**src/rtl/sud_pkg.sv**
```systemverilog
// shared types and constants of the sms user-data decoder
package sud_pkg;

  localparam int BYTE_W      = 8;
  localparam int COUNT_W     = 8;
  localparam int DONE_W      = 9;
  localparam int STORE_W     = 14;
  localparam int HELD_W      = 4;
  localparam int SEPTET_BITS = 7;
  localparam int RQ_DEPTH    = 4;
  localparam int RQ_AW       = 2;
  localparam int RQ_CW       = 3;

  localparam logic [15:0] BOM_NORMAL  = 16'hFEFF;
  localparam logic [15:0] BOM_SWAPPED = 16'hFFFE;

  // configuration register indexes
  localparam logic REG_DECODE_MODE = 1'b0;
  localparam logic REG_CHAR_COUNT  = 1'b1;

  typedef enum logic [1:0] {
    MODE_OCTET   = 2'd0,
    MODE_SEPTET  = 2'd1,
    MODE_UNICODE = 2'd2,
    MODE_BAD     = 2'd3
  } mode_t;

  typedef enum logic [1:0] {
    ORD_UNCHECKED = 2'd0,
    ORD_NORMAL    = 2'd1,
    ORD_SWAPPED   = 2'd2,
    ORD_NONE      = 2'd3
  } order_t;

  typedef struct packed {
    logic [BYTE_W-1:0] out_byte;
    logic              run_end;
    logic              msg_end;
    logic              bad_request;
  } res_t;

endpackage

```
**src/rtl/sud_in_if.sv**
```systemverilog
// input byte channel
interface sud_in_if;
  import sud_pkg::*;

  logic              valid;
  logic              ready;
  logic [BYTE_W-1:0] in_byte;
  logic              in_last;

  modport source (output valid, output in_byte, output in_last, input ready);
  modport sink   (input valid, input in_byte, input in_last, output ready);
endinterface

```
**src/rtl/sud_out_if.sv**
```systemverilog
// decoded result channel
interface sud_out_if;
  import sud_pkg::*;

  logic              valid;
  logic              ready;
  logic [BYTE_W-1:0] out_byte;
  logic              run_end;
  logic              msg_end;
  logic              bad_request;

  modport source (output valid, output out_byte, output run_end, output msg_end,
                  output bad_request, input ready);
  modport sink   (input valid, input out_byte, input run_end, input msg_end,
                  input bad_request, output ready);
endinterface

```
**src/rtl/sud_cfg_if.sv**
```systemverilog
// configuration write channel
interface sud_cfg_if;
  import sud_pkg::*;

  logic               valid;
  logic               ready;
  logic               cfg_index;
  logic [COUNT_W-1:0] cfg_data;

  modport source (output valid, output cfg_index, output cfg_data, input ready);
  modport sink   (input valid, input cfg_index, input cfg_data, output ready);
endinterface

```
**src/rtl/sud_core.sv**
```systemverilog
// decode logic and message state: one byte in, up to two results out
module sud_core #(
  parameter int MAX_CHARS = 255
) (
  input  logic                         clk,
  input  logic                         rst_n,
  input  logic                         fire,
  input  logic [sud_pkg::BYTE_W-1:0]   item_byte,
  input  logic                         item_last,
  input  sud_pkg::mode_t               mode,
  input  logic [sud_pkg::COUNT_W-1:0]  char_count,
  output logic [1:0]                   res_n,
  output sud_pkg::res_t                res0,
  output sud_pkg::res_t                res1
);
  import sud_pkg::*;

  logic [STORE_W-1:0] store_r, store_nxt;
  logic [HELD_W-1:0]  bits_r, bits_nxt;
  logic [DONE_W-1:0]  done_r, done_nxt;
  logic [BYTE_W-1:0]  held_r, held_nxt;
  logic               phase_r, phase_nxt;
  order_t             order_r, order_nxt;

  logic               bad;
  logic [DONE_W-1:0]  limit, done_p1, done_p2;
  logic [1:0]         cand_n;
  logic [BYTE_W-1:0]  cand0, cand1;
  logic               emit0, emit1;

  // septet unpack, two steps
  logic [STORE_W-1:0] st1, st2, st3;
  logic [HELD_W-1:0]  b1, sh1, sh2;
  logic [6:0]         c1, c2;
  logic               sep_go, sep_two;
  logic [15:0]        pair_code;

  assign done_p1 = done_r + DONE_W'(1);
  assign done_p2 = done_r + DONE_W'(2);

  // unicode counts bytes, two per character
  assign limit = (mode == MODE_UNICODE) ? {char_count, 1'b0} : {1'b0, char_count};

  assign st1    = {store_r[5:0], item_byte};
  assign b1     = bits_r + HELD_W'(8);
  assign sh1    = b1 - HELD_W'(SEPTET_BITS);
  assign c1     = 7'(st1 >> sh1);
  assign st2    = st1 & ((STORE_W'(1) << sh1) - STORE_W'(1));
  assign sh2    = sh1 - HELD_W'(SEPTET_BITS);
  assign c2     = 7'(st2 >> sh2);
  assign st3    = st2 & ((STORE_W'(1) << sh2) - STORE_W'(1));
  assign sep_go = (done_r < limit) && (bits_r < HELD_W'(2 * SEPTET_BITS - 7));
  assign sep_two = (sh1 >= HELD_W'(SEPTET_BITS)) && (done_p1 < limit);

  assign pair_code = {held_r, item_byte};
  assign bad = (mode == MODE_BAD) || (char_count > COUNT_W'(MAX_CHARS));

  always_comb begin
    store_nxt = store_r;
    bits_nxt  = bits_r;
    held_nxt  = held_r;
    phase_nxt = phase_r;
    order_nxt = order_r;
    cand_n    = 2'd0;
    cand0     = item_byte;
    cand1     = item_byte;

    if (!bad) begin
      unique case (mode)
        MODE_OCTET: begin
          cand_n = 2'd1;
        end
        MODE_SEPTET: begin
          if (sep_go) begin
            cand_n    = sep_two ? 2'd2 : 2'd1;
            cand0     = {1'b0, c1};
            cand1     = {1'b0, c2};
            store_nxt = sep_two ? st3 : st2;
            bits_nxt  = sep_two ? sh2 : sh1;
          end
        end
        MODE_UNICODE: begin
          if (!phase_r) begin
            held_nxt  = item_byte;
            phase_nxt = 1'b1;
            if (item_last && order_r != ORD_SWAPPED) begin
              cand_n = 2'd1;
            end
          end else begin
            phase_nxt = 1'b0;
            if (order_r == ORD_UNCHECKED) begin
              if (pair_code == BOM_NORMAL) begin
                order_nxt = ORD_NORMAL;
              end else if (pair_code == BOM_SWAPPED) begin
                order_nxt = ORD_SWAPPED;
              end else begin
                order_nxt = ORD_NONE;
                cand_n    = 2'd2;
                cand0     = held_r;
              end
            end else if (order_r == ORD_SWAPPED) begin
              cand_n = 2'd2;
              cand1  = held_r;
            end else begin
              cand_n = 2'd2;
              cand0  = held_r;
            end
          end
        end
        default: begin
        end
      endcase
    end

    emit0 = (cand_n != 2'd0) && (done_r < limit);
    emit1 = (cand_n == 2'd2) && (done_p1 < limit);

    if (bad) begin
      res_n = 2'd1;
      res0  = '{out_byte: '0, run_end: 1'b1, msg_end: item_last, bad_request: 1'b1};
      res1  = '{out_byte: '0, run_end: 1'b1, msg_end: item_last, bad_request: 1'b1};
      done_nxt = done_r;
    end else begin
      res_n = {1'b0, emit0} + {1'b0, emit1};
      res0  = '{out_byte: cand0, run_end: !emit1,
                msg_end: (done_p1 == limit) || (item_last && !emit1), bad_request: 1'b0};
      res1  = '{out_byte: cand1, run_end: 1'b1,
                msg_end: (done_p2 == limit) || item_last, bad_request: 1'b0};
      done_nxt = done_r + DONE_W'(res_n);
    end

    // end of message clears everything but the registers
    if (item_last) begin
      store_nxt = '0;
      bits_nxt  = '0;
      done_nxt  = '0;
      held_nxt  = '0;
      phase_nxt = 1'b0;
      order_nxt = ORD_UNCHECKED;
    end
  end

  always_ff @(posedge clk) begin
    if (!rst_n) begin
      store_r <= '0;
      bits_r  <= '0;
      done_r  <= '0;
      held_r  <= '0;
      phase_r <= 1'b0;
      order_r <= ORD_UNCHECKED;
    end else if (fire) begin
      store_r <= store_nxt;
      bits_r  <= bits_nxt;
      done_r  <= done_nxt;
      held_r  <= held_nxt;
      phase_r <= phase_nxt;
      order_r <= order_nxt;
    end
  end

endmodule

```
**src/rtl/sud_rq.sv**
```systemverilog
// result queue: takes up to two results a cycle, hands out one
module sud_rq (
  input  logic             clk,
  input  logic             rst_n,
  input  logic [1:0]       push_n,
  input  sud_pkg::res_t    push0,
  input  sud_pkg::res_t    push1,
  output logic             room,
  sud_out_if.source        out_ch
);
  import sud_pkg::*;

  res_t             mem_r [RQ_DEPTH];
  logic [RQ_AW-1:0] wr_r, wr_nxt;
  logic [RQ_AW-1:0] rd_r, rd_nxt;
  logic [RQ_CW-1:0] cnt_r, cnt_nxt;
  logic             pop;
  logic [RQ_AW-1:0] wr_p1;

  assign room  = cnt_r <= RQ_CW'(RQ_DEPTH - 2);
  assign pop   = out_ch.valid && out_ch.ready;
  assign wr_p1 = wr_r + RQ_AW'(1);

  assign out_ch.valid       = cnt_r != '0;
  assign out_ch.out_byte    = mem_r[rd_r].out_byte;
  assign out_ch.run_end     = mem_r[rd_r].run_end;
  assign out_ch.msg_end     = mem_r[rd_r].msg_end;
  assign out_ch.bad_request = mem_r[rd_r].bad_request;

  always_comb begin
    wr_nxt  = wr_r + RQ_AW'(push_n);
    rd_nxt  = rd_r + RQ_AW'(pop);
    cnt_nxt = cnt_r + RQ_CW'(push_n) - RQ_CW'(pop);
  end

  always_ff @(posedge clk) begin
    if (push_n != 2'd0) begin
      mem_r[wr_r] <= push0;
    end
    if (push_n == 2'd2) begin
      mem_r[wr_p1] <= push1;
    end
  end

  always_ff @(posedge clk) begin
    if (!rst_n) begin
      wr_r  <= '0;
      rd_r  <= '0;
      cnt_r <= '0;
    end else begin
      wr_r  <= wr_nxt;
      rd_r  <= rd_nxt;
      cnt_r <= cnt_nxt;
    end
  end

endmodule

```
**src/rtl/sms_user_data_decoder.sv**
```systemverilog
// top level of the sms user-data decoder
//
// usage
//   in_ch carries one raw user-data byte per word, with in_last on the final
//   byte of the field. out_ch carries the decoded words: a byte, a septet in
//   the low seven bits, or an error word with bad_request set and byte zero.
//   cfg_ch writes decode_mode (index 0) and char_count (index 1); it is
//   always ready and should be written only while no byte is in flight.
// timing
//   an accepted byte is held in the input register until the result queue has
//   room for two results, is then decoded and pushed into the queue, and its
//   first result is valid on out_ch straight from the queue. a byte yields
//   zero, one or two results; the single result port sets the pace: one byte
//   per cycle while out_ch stays ready and bytes give one result each, fewer
//   bytes when bytes give two.
// reset
//   rst_n low clears the registers to octet mode with a zero count, the
//   message state and the result queue.
// stall
//   when out_ch is held off the four-entry queue backs up, decode pauses once
//   three words wait, and in_ready falls once the input register is also
//   occupied; nothing is lost
module sms_user_data_decoder #(
  parameter int MAX_CHARS = 255
) (
  input  logic       clk,
  input  logic       rst_n,
  sud_in_if.sink     in_ch,
  sud_out_if.source  out_ch,
  sud_cfg_if.sink    cfg_ch
);
  import sud_pkg::*;

  // configuration registers
  mode_t              mode_r;
  logic [COUNT_W-1:0] count_r;

  // input register
  logic              in_vld_r;
  logic [BYTE_W-1:0] in_byte_r;
  logic              in_last_r;

  logic       room;
  logic       fire;
  logic       in_take;
  logic [1:0] res_n;
  res_t       res0, res1;

  // decode the held byte when the queue can absorb two results
  assign fire        = in_vld_r && room;
  assign in_ch.ready = !in_vld_r || room;
  assign in_take     = in_ch.valid && in_ch.ready;
  assign cfg_ch.ready = 1'b1;

  always_ff @(posedge clk) begin
    if (!rst_n) begin
      mode_r  <= MODE_OCTET;
      count_r <= '0;
    end else if (cfg_ch.valid) begin
      unique case (cfg_ch.cfg_index)
        REG_DECODE_MODE: mode_r  <= mode_t'(cfg_ch.cfg_data[1:0]);
        REG_CHAR_COUNT:  count_r <= cfg_ch.cfg_data;
        default: begin
        end
      endcase
    end
  end

  always_ff @(posedge clk) begin
    if (!rst_n) begin
      in_vld_r <= 1'b0;
    end else if (in_take) begin
      in_vld_r <= 1'b1;
    end else if (fire) begin
      in_vld_r <= 1'b0;
    end
  end

  // payload needs no reset
  always_ff @(posedge clk) begin
    if (in_take) begin
      in_byte_r <= in_ch.in_byte;
      in_last_r <= in_ch.in_last;
    end
  end

  sud_core #(
    .MAX_CHARS (MAX_CHARS)
  ) u_core (
    .clk        (clk),
    .rst_n      (rst_n),
    .fire       (fire),
    .item_byte  (in_byte_r),
    .item_last  (in_last_r),
    .mode       (mode_r),
    .char_count (count_r),
    .res_n      (res_n),
    .res0       (res0),
    .res1       (res1)
  );

  // only committed decodes push results
  sud_rq u_rq (
    .clk    (clk),
    .rst_n  (rst_n),
    .push_n (fire ? res_n : 2'd0),
    .push0  (res0),
    .push1  (res1),
    .room   (room),
    .out_ch (out_ch)
  );

endmodule

```
**src/flat_wrapper.sv**
```systemverilog
// flat-port wrapper written by rule: the top's interface ports become plain ports
module sms_user_data_decoder_flat import sud_pkg::*;
#(
  parameter int MAX_CHARS = 255
)
  (clk, rst_n, in_ch_valid, in_ch_in_byte, in_ch_in_last, in_ch_ready, out_ch_valid, out_ch_out_byte, out_ch_run_end, out_ch_msg_end, out_ch_bad_request, out_ch_ready, cfg_ch_valid, cfg_ch_cfg_index, cfg_ch_cfg_data, cfg_ch_ready);
  sud_in_if in_ch_i ();
  sud_out_if out_ch_i ();
  sud_cfg_if cfg_ch_i ();
  input  logic clk;
  input  logic rst_n;
  input wire logic [$bits(in_ch_i.valid)-1:0] in_ch_valid;
  input wire logic [$bits(in_ch_i.in_byte)-1:0] in_ch_in_byte;
  input wire logic [$bits(in_ch_i.in_last)-1:0] in_ch_in_last;
  output wire logic [$bits(in_ch_i.ready)-1:0] in_ch_ready;
  output wire logic [$bits(out_ch_i.valid)-1:0] out_ch_valid;
  output wire logic [$bits(out_ch_i.out_byte)-1:0] out_ch_out_byte;
  output wire logic [$bits(out_ch_i.run_end)-1:0] out_ch_run_end;
  output wire logic [$bits(out_ch_i.msg_end)-1:0] out_ch_msg_end;
  output wire logic [$bits(out_ch_i.bad_request)-1:0] out_ch_bad_request;
  input wire logic [$bits(out_ch_i.ready)-1:0] out_ch_ready;
  input wire logic [$bits(cfg_ch_i.valid)-1:0] cfg_ch_valid;
  input wire logic [$bits(cfg_ch_i.cfg_index)-1:0] cfg_ch_cfg_index;
  input wire logic [$bits(cfg_ch_i.cfg_data)-1:0] cfg_ch_cfg_data;
  output wire logic [$bits(cfg_ch_i.ready)-1:0] cfg_ch_ready;
  assign in_ch_i.valid = in_ch_valid;
  assign in_ch_i.in_byte = in_ch_in_byte;
  assign in_ch_i.in_last = in_ch_in_last;
  assign in_ch_ready = in_ch_i.ready;
  assign out_ch_valid = out_ch_i.valid;
  assign out_ch_out_byte = out_ch_i.out_byte;
  assign out_ch_run_end = out_ch_i.run_end;
  assign out_ch_msg_end = out_ch_i.msg_end;
  assign out_ch_bad_request = out_ch_i.bad_request;
  assign out_ch_i.ready = out_ch_ready;
  assign cfg_ch_i.valid = cfg_ch_valid;
  assign cfg_ch_i.cfg_index = cfg_ch_cfg_index;
  assign cfg_ch_i.cfg_data = cfg_ch_cfg_data;
  assign cfg_ch_ready = cfg_ch_i.ready;
  sms_user_data_decoder #(.MAX_CHARS(MAX_CHARS)) u_core (.clk(clk), .rst_n(rst_n), .in_ch(in_ch_i), .out_ch(out_ch_i), .cfg_ch(cfg_ch_i));
endmodule
```
**config.mk**
```make
export PLATFORM = sky130hd
export DESIGN_NAME = sms_user_data_decoder_flat
export DESIGN_NICKNAME = d
export VERILOG_FILES = /design/src/rtl/sud_pkg.sv /design/src/rtl/sud_in_if.sv /design/src/rtl/sud_out_if.sv /design/src/rtl/sud_cfg_if.sv /design/src/rtl/sud_core.sv /design/src/rtl/sud_rq.sv /design/src/rtl/sms_user_data_decoder.sv /design/src/flat_wrapper.sv
export SDC_FILE = /design/constraint.sdc
export NUM_CORES = 1
export LEC_CHECK = 0
export ABC_CLOCK_PERIOD_IN_PS = 10310
export BUFFER_PORTS_ARGS = -buffer_cell sky130_fd_sc_hd__buf_2
export CAP_MARGIN = 20
export CORE_UTILIZATION = 59
export CTS_CLUSTER_SIZE = 40
export DETAILED_ROUTE_END_ITERATION = 8
export GPL_ROUTABILITY_DRIVEN = 1
export PLACE_DENSITY = 0.78
export REMOVE_ABC_BUFFERS = 1
export SLEW_MARGIN = 10
export SYNTH_ARGS = -nofsm -noshare
export SYNTH_HDL_FRONTEND = slang
export SYNTH_SLANG_ARGS = --single-unit
```
**constraint.sdc**
```tcl
create_clock -name clk -period 10.31 [get_ports clk]
set_input_delay 1.031 -clock clk [delete_from_list [all_inputs] [get_ports clk]]
set_output_delay 1.031 -clock clk [all_outputs]
set_load 0.005 [all_outputs]
```
==> impl_metrics.ini <==
[sta]
period_share = 0.519
max-slew-margin-rel = 0.288
rsz0062_at_grt = false
slew_violations = 0
worst_pin_slew_ns = 1.06
final-hold-violation-count = 0
fmax_mhz = 187
setup_tns_ns = 0
period_needed_ns = 5.35
setup_violations = 0
skew_ns = 0.0158

[run]
maxCapViolations = 0

[detailed_routing]
wire_per_inst_um = 19.9
drc = 0
via_count = 7600
viasPerCell = 6.74
drt.antenna.violating_nets = 0
drt_iter0_markers = 1019
first_pass_iters = 7
drt-total-wl_um = 22500

[placement]
portBuffers = 35
dp_hpwl_um = 16000
gp_congestion = 0.976
placed_area_um2 = 8380

[logic_synthesis]
syn_inst = 964
yosysSeqAreaShare = 0.299
synth_edf_count = 49
synth_area_um2 = 8410
ys_ff_latch = 101
syn_area_per_cell_um2 = 8.72
async_flop_share = 0
netlist.area_leader.share = 0.175
synth_warnings = 0
synth_area_leader_cell = edfxtp_1
ys.flop_type = dfxtp_1
ys_types = 92
ys_top_cells_by_area = edfxtp_1 (18%), dfxtp_1 (12%), ha_1 (6.4%), mux4_2 (4.8%), nand2_1 (4.3%)

[global_routing]
grt_antenna_before_repair = 0
grt_usage = 0.314
grt_max_degree = 51
grt_pass1_wl_um = 35800
gr-total-overflow = 0
grt_pass1_vias = 6881

[cells_and_area]
nNetsFinal = 1011
num_antenna_cells = 0
regArea_um2 = 2510
design_area_um2 = 8690
mostFrequentLayoutCells = nand2_1 (96), nor2_1 (76), dfxtp_1 (52), o21ai_0 (49), edfxtp_1 (49)
drive_gt1_frac = 0.114
fill_cells = 1234
area_growth_syn_to_layout_pct = 3.44
final_common_cell = nand2_1
multi_input_area_um2 = 5290

[cts]
clk_pin_slew_ns = 0.07
postCtsSetupBuffers = 0
numCtsBuffers = 9
clockBufferDepth = 2
numClockSinks = 101
cts_tree = built
clk_root_buffer_cell = clkbuf_16
h-tree-depth = 3
clk_latency_ns = 0.37
post_cts_resized = 0
ctsHoldBuffers = 0

[floorplan]
ios = 37
start_util = 0.606
die_h_um = 121
die_x_um = 121
coreArea_um2 = 13900
rows = 43
die_area_um2 = 14700

[worst_setup_path]
ff2ff_setup_slack_ns = 4.96
endpoint = u_core.u_rq.cnt_r[2]
reg2reg_from = u_core.mode_r[0]
startpoint = u_core.mode_r[0]
end_kind = flop
rr_worst_depth = 17
arrival_ns = 5.61
critPathLaunchType = flop
required_ns = 10.57
critical_path_class = flop to flop
r2r_end = u_core.u_rq.cnt_r[2]
cp_max_fo = 24

[status]
status = complete, no violations

[hold_path]
min_path_type = flop to flop

[pwr]
max-vdd-ir-drop_uv = 108
power_leakage_nw = 3.03
p_per_area_nw_per_um2 = 133
==> flip-flops by register name (all words and copies together) (netlist names), 2 cells and up <==
| signal | flops |
|---|---|
| u_core.u_core.bits_r | 4 |
| u_core.u_rq.wr_r | 2 |
| u_core.u_core.done_r | 9 |
| u_core.u_rq.cnt_r | 3 |
| u_core.in_byte_r | 8 |
| u_core.u_core.order_r | 2 |
| u_core.count_r | 8 |
| u_core.u_core.store_r | 6 |
| u_core.u_core.held_r | 8 |
| u_core.mode_r | 2 |
| u_core.u_rq.rd_r | 2 |
| u_core.u_rq.mem_r | 44 |
==> worst min-delay path by stage <==
stage	slack (ns)	end	cells after the start	from
CTS	0.50	u_core.count_r[0]	2	u_core.count_r[0]
finish	0.49	u_core.count_r[0]	2	u_core.count_r[0]
global placement	0.47	u_core.count_r[0]	2	u_core.count_r[0]
detailed placement	0.48	u_core.u_rq.mem_r[1][2]	2	u_core.u_rq.mem_r[1][2]
floorplan	0.45	u_core.u_rq.mem_r[3][2]	2	u_core.u_rq.mem_r[3][2]
global route	0.52	u_core.count_r[0]	2	u_core.count_r[0]
==> kinds of logic (layout without fill, tap and decap cells) <==
group	after synthesis	in the layout	share of synthesized area
AOI/OAI and AO/OA	283	283	0.232
xor gates and xnor gates	43	43	0.0457
DFF	101	101	0.299
and+or+nand+nor	340	340	0.204
other	1	1	0.000446
muxes	43	43	0.0783
adders and majority gates	45	45	0.0688
buffers and inverters	108	92	0.0715
==> metrics by stage <==
stage,util,std cells,power (W),hold WS (ns),setup WS (ns)
floorplan,-,891,0.000696,0.448,5.24
global placement,0.604,1112,0.000787,0.472,5.21
detailed placement,0.604,1112,0.000791,0.484,5.03
CTS,0.626,1128,0.00115,0.496,4.99
global route,0.626,1128,0.00120,0.520,4.61
finish,0.626,1128,0.00115,0.490,4.96
==> Yosys cell counts (all sizes together) (4+ instances only) <==
master	number
o2111ai	4
nand2b	11
a21oi	46
a22oi	14
or4	5
a211o	6
buf	15
xor2	17
and2	20
xnor2	26
nor2	77
a211oi	9
nand4	13
nand2	96
nor3	15
clkbuf	57
o31ai	5
dfxtp	52
ha	43
mux4	18
o22ai	33
a32oi	4
nor4	10
a2111oi	9
a21o	6
o21ai	59
and3	6
or3	5
or2	5
inv	35
mux2i	23
nand3	32
a22o	10
a21boi	14
edfxtp	49
nor2b	31
a31oi	17
o211ai	18
==> power breakdown <==
group | switching, W | internal, W
clock network | 0.000170 | 0.000194
logic | 0.000170 | 0.000137
registers | 0.0000402 | 0.000443
==> area by class of cell <==
type / instances / area share
multi-input combinational: 755 / 0.609
sequential: 101 / 0.289
clock buffer: 10 / 0.0263
tap: 180 / 0.0259
timing repair buffer: 41 / 0.0253
inverter: 35 / 0.0151
clock inverter: 6 / 0.00964
==> metal layers <==
layer | GRT usage | part of all wire | vias to the layer above
met3 | 0.0663 | 0.10 | 73
li1 | - | - | 3545
met1 | 0.441 | 0.43 | 3522
met4 | 0.127 | 0.032 | 0
met2 | 0.469 | 0.44 | 460
met5 | 0 | 0 | -
==> critical path: stages (launching register included) <==
cell	delay (ns)
dfxtp_1	0.33
inv_1	0.11
ha_1	0.84
mux2i_1	0.35
ha_1	0.30
or4_1	0.49
o21ai_2	0.27
nand3_1	0.18
a2111oi_4	0.62
and2_1	0.26
inv_2	0.08
nor2_8	0.15
inv_2	0.09
ha_1	0.30
fa_1	0.43
xor2_1	0.16
xnor2_1	0.12
and2_1	0.15
(Power assumes the default switching activity.)
